===== config.mk =====
export PLATFORM = sky130hd
export DESIGN_NAME = frame_fletcher8_appender
export DESIGN_NICKNAME = d
export VERILOG_FILES = /design/src/sv/f8a_pkg.sv /design/src/sv/f8a_in_stage.sv /design/src/sv/f8a_sum.sv /design/src/sv/f8a_out.sv /design/src/sv/frame_fletcher8_appender.sv
export SDC_FILE = /design/constraint.sdc
export NUM_CORES = 1
export LEC_CHECK = 0
export BUFFER_PORTS_ARGS = -buffer_cell sky130_fd_sc_hd__buf_2
export CELL_PAD_IN_SITES_DETAIL_PLACEMENT = 1
export CELL_PAD_IN_SITES_GLOBAL_PLACEMENT = 1
export CORE_MARGIN = 1.5
export CORE_UTILIZATION = 30
export DETAILED_ROUTE_END_ITERATION = 12
export GPL_TIMING_DRIVEN = 0
export PLACE_DENSITY_LB_ADDON = 0.1
export SLEW_MARGIN = 20
export SYNTH_ARGS = -nofsm -noshare
export SYNTH_HDL_FRONTEND = slang
export SYNTH_SLANG_ARGS = --single-unit

===== constraint.sdc =====
create_clock -name clock -period 3.5 [get_ports clock]
set_clock_uncertainty 0.05 [all_clocks]
set_input_delay 0.7 -clock clock [delete_from_list [all_inputs] [get_ports clock]]
set_output_delay 0.7 -clock clock [all_outputs]
set_load 0.005 [all_outputs]

===== src/sv/f8a_pkg.sv =====
`timescale 1ns / 1ps
`default_nettype none
// ----------------------------------------------------------------------------
// f8a_pkg: shared types and constants of the Fletcher-8 frame appender
// Frame geometry, index width and the record passed from the sum core to
// the output sequencer.
// ----------------------------------------------------------------------------
package f8a_pkg;

   localparam int HEADER_BYTES = 6;
   localparam int BYTE_W       = 8;
   localparam int IDX_W        = 9;

   // Position of the length byte inside the header
   localparam logic [IDX_W-1:0] LEN_POS = IDX_W'(HEADER_BYTES - 1);
   localparam logic [IDX_W-1:0] HDR_LEN = IDX_W'(HEADER_BYTES);

   // One processed request as seen by the output sequencer
   typedef struct packed {
      logic [BYTE_W-1:0] data;
      logic              last;
      logic [BYTE_W-1:0] sum_a;
      logic [BYTE_W-1:0] sum_b;
   } sum_res_type;

   // Output sequencer: which checksum bytes are still owed
   typedef enum logic [1:0] {
      TAIL_NONE,
      TAIL_SUM_A,
      TAIL_SUM_B
   } tail_type;

endpackage
`default_nettype wire


===== src/sv/f8a_in_stage.sv =====
`timescale 1ns / 1ps
`default_nettype none
// ----------------------------------------------------------------------------
// f8a_in_stage: input request register
// Holds one request byte until the sum core takes it.
// ----------------------------------------------------------------------------
module f8a_in_stage (
   input  wire logic                      clock,
   input  wire logic                      reset,
   input  wire logic                      req_valid,
   output logic                           req_ready,
   input  wire logic [f8a_pkg::BYTE_W-1:0] req_data_byte,
   output logic                           hold_valid,
   output logic [f8a_pkg::BYTE_W-1:0]     hold_data,
   input  wire logic                      take
);
   import f8a_pkg::*;

   logic              valid_ff, valid_in;
   logic [BYTE_W-1:0] data_ff, data_in;
   logic              req_fire;

   assign req_ready  = !valid_ff || take;
   assign req_fire   = req_valid && req_ready;
   assign hold_valid = valid_ff;
   assign hold_data  = data_ff;

   always_comb begin
      valid_in = valid_ff;
      data_in  = data_ff;
      if (req_fire) begin
         valid_in = 1'b1;
         data_in  = req_data_byte;
      end else if (take) begin
         valid_in = 1'b0;
      end
   end

   always_ff @(posedge clock) begin
      if (reset) begin
         valid_ff <= 1'b0;
      end else begin
         valid_ff <= valid_in;
      end
      data_ff <= data_in;
   end

endmodule
`default_nettype wire


===== src/sv/f8a_sum.sv =====
`timescale 1ns / 1ps
`default_nettype none
// ----------------------------------------------------------------------------
// f8a_sum: Fletcher-8 sum core
// Updates both running sums, the frame position and the captured length for
// each byte taken, and flags the last byte of a frame.
// ----------------------------------------------------------------------------
module f8a_sum (
   input  wire logic                      clock,
   input  wire logic                      reset,
   input  wire logic                      take,
   input  wire logic [f8a_pkg::BYTE_W-1:0] data,
   output f8a_pkg::sum_res_type           res
);
   import f8a_pkg::*;

   logic [BYTE_W-1:0] sum_a_ff, sum_a_in;
   logic [BYTE_W-1:0] sum_b_ff, sum_b_in;
   logic [IDX_W-1:0]  idx_ff, idx_in;
   logic [BYTE_W-1:0] len_ff, len_in;
   logic [BYTE_W-1:0] new_a, new_b, cur_len;
   logic [IDX_W-1:0]  idx_next;
   logic              last;

   always_comb begin
      new_a    = sum_a_ff + data;
      new_b    = sum_b_ff + new_a;
      cur_len  = (idx_ff == LEN_POS) ? data : len_ff;
      idx_next = idx_ff + IDX_W'(1);
      last     = (idx_ff >= LEN_POS) && (idx_next == (HDR_LEN + IDX_W'(cur_len)));

      res.data  = data;
      res.last  = last;
      res.sum_a = new_a;
      res.sum_b = new_b;

      sum_a_in = sum_a_ff;
      sum_b_in = sum_b_ff;
      idx_in   = idx_ff;
      len_in   = len_ff;
      if (take) begin
         if (last) begin
            // frame done: clear for the next one
            sum_a_in = '0;
            sum_b_in = '0;
            idx_in   = '0;
            len_in   = '0;
         end else begin
            sum_a_in = new_a;
            sum_b_in = new_b;
            idx_in   = idx_next;
            len_in   = cur_len;
         end
      end
   end

   always_ff @(posedge clock) begin
      if (reset) begin
         sum_a_ff <= '0;
         sum_b_ff <= '0;
         idx_ff   <= '0;
         len_ff   <= '0;
      end else begin
         sum_a_ff <= sum_a_in;
         sum_b_ff <= sum_b_in;
         idx_ff   <= idx_in;
         len_ff   <= len_in;
      end
   end

   // the position never runs past the end of a maximum-length frame
   assert property (@(posedge clock) disable iff (reset)
      idx_ff <= HDR_LEN + IDX_W'(255))
      else $error("f8a_sum: frame position out of range");

endmodule
`default_nettype wire


===== src/sv/f8a_out.sv =====
`timescale 1ns / 1ps
`default_nettype none
// ----------------------------------------------------------------------------
// f8a_out: response sequencer
// Registers the passed-through byte and, at frame end, follows it with
// sum A and sum B on the next two response transfers.
// ----------------------------------------------------------------------------
module f8a_out (
   input  wire logic                      clock,
   input  wire logic                      reset,
   input  wire logic                      src_valid,
   input  wire f8a_pkg::sum_res_type      src,
   output logic                           take,
   output logic                           rsp_valid,
   input  wire logic                      rsp_ready,
   output logic [f8a_pkg::BYTE_W-1:0]     rsp_out_byte,
   output logic                           rsp_is_checksum,
   output logic                           rsp_frame_end
);
   import f8a_pkg::*;

   tail_type          tail_ff, tail_in;
   logic              valid_ff, valid_in;
   logic [BYTE_W-1:0] byte_ff, byte_in;
   logic              chk_ff, chk_in;
   logic              end_ff, end_in;
   logic [BYTE_W-1:0] hold_a_ff, hold_a_in;
   logic [BYTE_W-1:0] hold_b_ff, hold_b_in;
   logic              rsp_fire;
   logic              free;

   assign rsp_fire        = valid_ff && rsp_ready;
   assign free            = (tail_ff == TAIL_NONE) && (!valid_ff || rsp_ready);
   assign take            = free && src_valid;
   assign rsp_valid       = valid_ff;
   assign rsp_out_byte    = byte_ff;
   assign rsp_is_checksum = chk_ff;
   assign rsp_frame_end   = end_ff;

   always_comb begin
      tail_in   = tail_ff;
      valid_in  = valid_ff;
      byte_in   = byte_ff;
      chk_in    = chk_ff;
      end_in    = end_ff;
      hold_a_in = hold_a_ff;
      hold_b_in = hold_b_ff;
      case (tail_ff)
         TAIL_NONE: begin
            if (take) begin
               valid_in  = 1'b1;
               byte_in   = src.data;
               chk_in    = 1'b0;
               end_in    = 1'b0;
               hold_a_in = src.sum_a;
               hold_b_in = src.sum_b;
               tail_in   = src.last ? TAIL_SUM_A : TAIL_NONE;
            end else if (rsp_fire) begin
               valid_in = 1'b0;
            end
         end
         TAIL_SUM_A: begin
            if (rsp_fire) begin
               byte_in = hold_a_ff;
               chk_in  = 1'b1;
               end_in  = 1'b0;
               tail_in = TAIL_SUM_B;
            end
         end
         TAIL_SUM_B: begin
            if (rsp_fire) begin
               byte_in = hold_b_ff;
               chk_in  = 1'b1;
               end_in  = 1'b1;
               tail_in = TAIL_NONE;
            end
         end
         default: begin
            tail_in = TAIL_NONE;
         end
      endcase
   end

   always_ff @(posedge clock) begin
      if (reset) begin
         tail_ff  <= TAIL_NONE;
         valid_ff <= 1'b0;
      end else begin
         tail_ff  <= tail_in;
         valid_ff <= valid_in;
      end
      byte_ff   <= byte_in;
      chk_ff    <= chk_in;
      end_ff    <= end_in;
      hold_a_ff <= hold_a_in;
      hold_b_ff <= hold_b_in;
   end

   // sum B always follows sum A on the very next transfer slot
   assert property (@(posedge clock) disable iff (reset)
      (rsp_fire && chk_ff && !end_ff) |=> (valid_ff && chk_ff && end_ff))
      else $error("f8a_out: sum B did not follow sum A");

   // while checksum bytes are owed, the output register is occupied
   assert property (@(posedge clock) disable iff (reset)
      (tail_ff != TAIL_NONE) |-> valid_ff)
      else $error("f8a_out: checksum pending with empty output");

   // no new request enters while a frame's checksum is pending
   assert property (@(posedge clock) disable iff (reset)
      take |-> (tail_ff == TAIL_NONE))
      else $error("f8a_out: request taken during checksum tail");

   // frame end marks only a checksum byte (sum B)
   assert property (@(posedge clock) disable iff (reset)
      (valid_ff && end_ff) |-> chk_ff)
      else $error("f8a_out: frame end on a data byte");

endmodule
`default_nettype wire


===== src/sv/frame_fletcher8_appender.sv =====
`timescale 1ns / 1ps
`default_nettype none
// ----------------------------------------------------------------------------
// frame_fletcher8_appender: pass-through with Fletcher-8 trailer
// Passes message bytes (header, then payload) through unchanged and, after
// the last payload byte, appends sum A and then sum B. The last header byte
// carries the payload length.
//
//   channel | ports                                     | direction
//   --------+-------------------------------------------+----------
//   request | req_valid, req_ready, req_data_byte       | in
//   response| rsp_valid, rsp_ready, rsp_out_byte,       | out
//           | rsp_is_checksum, rsp_frame_end            |
//
// Flow: one request per clock while the response side is ready and no
//   trailer is pending. After the last byte of a frame the single output
//   register sends sum A and then sum B before it takes another byte.
// Reset: synchronous, clears the sums, frame position and captured length.
// Stalls: a held response blocks the sum core; the input register still
//   takes one more request, then req_ready drops until the output drains.
// ----------------------------------------------------------------------------
module frame_fletcher8_appender (
   input  wire logic                      clock,
   input  wire logic                      reset,
   input  wire logic                      req_valid,
   output logic                           req_ready,
   input  wire logic [f8a_pkg::BYTE_W-1:0] req_data_byte,
   output logic                           rsp_valid,
   input  wire logic                      rsp_ready,
   output logic [f8a_pkg::BYTE_W-1:0]     rsp_out_byte,
   output logic                           rsp_is_checksum,
   output logic                           rsp_frame_end
);
   import f8a_pkg::*;

   logic              hold_valid;
   logic [BYTE_W-1:0] hold_data;
   logic              take;
   sum_res_type       res;

   // hold the incoming request byte
   f8a_in_stage u_in (
      .clock         (clock),
      .reset         (reset),
      .req_valid     (req_valid),
      .req_ready     (req_ready),
      .req_data_byte (req_data_byte),
      .hold_valid    (hold_valid),
      .hold_data     (hold_data),
      .take          (take)
   );

   // advance the sums and frame position on every byte taken
   f8a_sum u_sum (
      .clock (clock),
      .reset (reset),
      .take  (take),
      .data  (hold_data),
      .res   (res)
   );

   // register the byte, then drop in the trailer at frame end
   f8a_out u_out (
      .clock           (clock),
      .reset           (reset),
      .src_valid       (hold_valid),
      .src             (res),
      .take            (take),
      .rsp_valid       (rsp_valid),
      .rsp_ready       (rsp_ready),
      .rsp_out_byte    (rsp_out_byte),
      .rsp_is_checksum (rsp_is_checksum),
      .rsp_frame_end   (rsp_frame_end)
   );

endmodule
`default_nettype wire

==> results.yml <==
min_path:
  hold_start: "u_sum.sum_b_ff[5]"
  min_path_type: "reg -> reg"
  min_to: "u_sum.sum_b_ff[5]"
  whs_path_depth: 1
logic_synthesis:
  avgSynthCellArea_sq_um: 11.0
  synth-simple-area-share_pct: 11.2
  synth_top_area_share_pct: 28.2
  synth_edf_count: 34
  synth_area_leader_cell: "edfxtp_1"
  synth.mux.area_fraction_pct: 2.52
  synth_top_family_by_area: "compound AO/OA/AOI/OAI gates"
  async_flop_share_pct: 0
  yosys-top-cells-count: "dfxtp_1, edfxtp_1, nor2_1"
  synth_compound_area_share_pct: 19.5
  yosysSeqAreaShare_pct: 48.6
  synthMostInstantiatedCell: "dfxtp_1"
  synth_cell_types: 49
  synth_xor_area_share_pct: 7.49
  netlist_instances: 331
  ys_seq_elements: 71
  syn_nets: 366
  synth_fa_ha_area_share_pct: 8.35
  netlist_top_cells_area: "edfxtp_1, dfxtp_1, ha_1"
  ys_warn_count: 0
  synth_area_sq_um: 3620
  synthFlopType: "dfxtp_1"
cts:
  cts_sinks: 71
  root_buffer: "clkbuf_16"
  clk_pin_slew_worst_paths_ns: 0.06
  cts_hold_buffers: 0
  insertion_delay_ns: 0.33
  htreeDepth: 3
  cts_buffers: 9
  cts_tree: "yes"
  clockBufferDepth: 2
floorplan:
  die_h_um: 113
  row_count: 39
  die_area_sq_um: 12800
  start_util_pct: 31.2
  ios: 24
  chipWidth_um: 113
  core_area_sq_um: 11600
final_layout:
  area_growth_pct: 23.0
  drive_above_1_share_pct: 18.9
  num-nets-final: 411
  diodes: 0
  multiInputGateArea_sq_um: 1910
  finalInstanceArea_sq_um: 4460
  final_cells: 524
  nFillCells: 1302
  post-route-util_pct: 38.4
  seqCellArea_sq_um: 1770
critical_path:
  rrSetupSlack_ns: 0.05
  crit_type: "reg -> reg"
  reg2regPathDepth: 15
  cp.arrival_ns: 3.62
  timing.rr.start: "u_sum.idx_ff[5]"
  end_kind: "register"
  reg2reg_to: "u_sum.sum_b_ff[0]"
  worst_ep_required_time_ns: 3.67
  start_kind: "register"
  critPathMaxFanout: 6
grt:
  grt_pass1_wl_um: 15900
  antenna_found_initial: 0
  grt_use_total_pct: 16.6
  grt_pass1_vias: 2901
  grt_max_degree: 24
  overflow: 0
pwr:
  power_density_nw_per_um2: 480
  ir_worst_vdd_mv: 0.195
  internal_power_mw: 1.60
  finalPower_mw: 2.14
  p_comb_share_pct: 12.2
  p_leak_nw: 1.66
  pwr-share-seq_pct: 45.5
  p_switching_mw: 0.537
  p_clk_share_pct: 42.3
  switching_share_pct: 25.1
sta:
  fin_crit_ns: 3.45
  max_freq_ghz: 0.289
  slew_headroom_pct: 54.3
  tightest_slew_ns: 0.679
  period_share_pct: 98.7
  tns_ns: 0
  slew_viol_final: 0
  hold_ws_ns: 0.439
  timing.final.ws_setup_ns: 0.0457
  hold_viol_final: 0
  setup_viol: 0
  rsz0062_at_grt: "yes"
placement:
  dp_slack_ns: -0.678
  placedCellCount: 497
  dp_hpwl_um: 6740
  gp_routability_congestion: 0.741
  port_buffers: 23
  post_dp_cell_area_sq_um: 3920
status:
  status: "completed"
run:
  cap_violations: 0
drt:
  routedWlPerCell_um: 18.8
  ant_nets: 0
  via_per_inst: 5.20
  wirelength_um: 9850
  drt_iter0_drc: 139
  firstDrtPassIters: 4
  drc_errors: 0
  vias: 2723
flip-flops by register name (all words and copies together), names as in the netlist:
name	cells
u_in.hold_data	8
u_in.hold_valid	1
u_out.hold_a_ff	8
u_out.hold_b_ff	8
u_out.rsp_frame_end	1
u_out.rsp_is_checksum	1
u_out.rsp_out_byte	8
u_out.rsp_valid	1
u_out.tail_ff	2
u_sum.idx_ff	9
u_sum.len_ff	8
u_sum.sum_a_ff	8
u_sum.sum_b_ff	8
power by group through the flow:
stage | clock network (mW) | logic (mW) | registers, mW
2_1_floorplan | 0 | 0.190 | 0.977
3_5_place_dp | 0 | 0.250 | 0.991
3_3_place_gp | 0 | 0.246 | 0.991
4_1_cts | 0.923 | 0.256 | 0.975
6_report | 0.903 | 0.261 | 0.973
5_1_grt | 0.959 | 0.293 | 0.980
layout make-up:
| cell class | count | area share [%] |
|---|---|---|
| Tap cell | 143 | 4.01 |
| Clock buffer | 10 | 5.14 |
| Buffer | 12 | 1.52 |
| Timing Repair Buffer | 35 | 4.77 |
| Clock inverter | 6 | 1.38 |
| Sequential cell | 71 | 39.7 |
| Inverter | 8 | 0.758 |
| Multi-Input combinational cell | 239 | 42.8 |
cells in the final DEF, fill, tap and decap left out, types with 3 or more instances in the layout:
cell type,synthesis,final
nor2_1,24,24
xor2_1,10,9
and2_1,4,4
xnor2_1,21,20
inv_1,7,7
buf_6,0,5
a22o_1,20,20
edfxtp_1,34,34
a21oi_1,21,19
a31oi_1,3,3
buf_2,3,23
nor3_1,12,11
o21a_1,4,4
clkbuf_16,0,9
dfxtp_1,37,34
mux2i_1,8,6
buf_4,0,10
o21ai_0,7,7
clkbuf_1,10,10
nand3_1,8,8
a32o_1,4,4
a22oi_1,9,9
clkinvlp_4,0,3
ha_1,21,20
a21o_1,4,4
nand2_1,19,19
worst max-delay path by stage:
stage / endpoint / startpoint / slack [ns] / cells after the start
finish: u_sum.sum_b_ff[0] / u_sum.idx_ff[5] / 0.05 / 15
global route: u_sum.sum_b_ff[5] / u_sum.idx_ff[5] / -0.14 / 15
CTS: u_sum.sum_b_ff[5] / u_sum.idx_ff[2] / 0.01 / 15
detailed placement: u_sum.sum_b_ff[1] / u_sum.idx_ff[0] / -0.68 / 12
global placement: u_sum.sum_b_ff[5] / u_sum.idx_ff[0] / -0.66 / 12
floorplan: u_sum.sum_a_ff[1] / u_sum.idx_ff[5] / 0.10 / 14
per-layer routing:
metal  up-vias  GRT usage, %  part of all wire (%)
li1       1344             -                     -
met1      1328          22.8                    51
met2        36          26.1                    44
met3        15          2.09                   2.1
met4         0          8.08                   2.6
met5         -             0                     0
cell families after synthesis:
kind of cell / count (synthesis)
muxes: 9
and+or+nand+nor: 81
xor gates and xnor gates: 31
adders and majority gates: 23
AOI/OAI and AO/OA: 95
DFF: 71
buffers and inverters: 21
critical path, cell delays in order, from the launching register on:
cell	delay, ns
dfxtp_4	0.36
or4_4	0.53
buf_6	0.15
nor2_8	0.16
mux2i_4	0.29
ha_4	0.25
xnor2_4	0.13
a211oi_2	0.14
a31oi_1	0.06
a21oi_1	0.15
nand3_1	0.13
a2111oi_4	0.31
buf_4	0.20
nor3_4	0.06
buf_6	0.18
a22o_1	0.18
timing repair:
action                                  4_1_cts  5_1_grt
gates cloned                                  1        1
buffers inserted                              6        4
gates resized for setup                      16       22
endpoints found under the setup margin       34       35
pin swaps                                     2       10
Power figures use the tool's default switching activity.
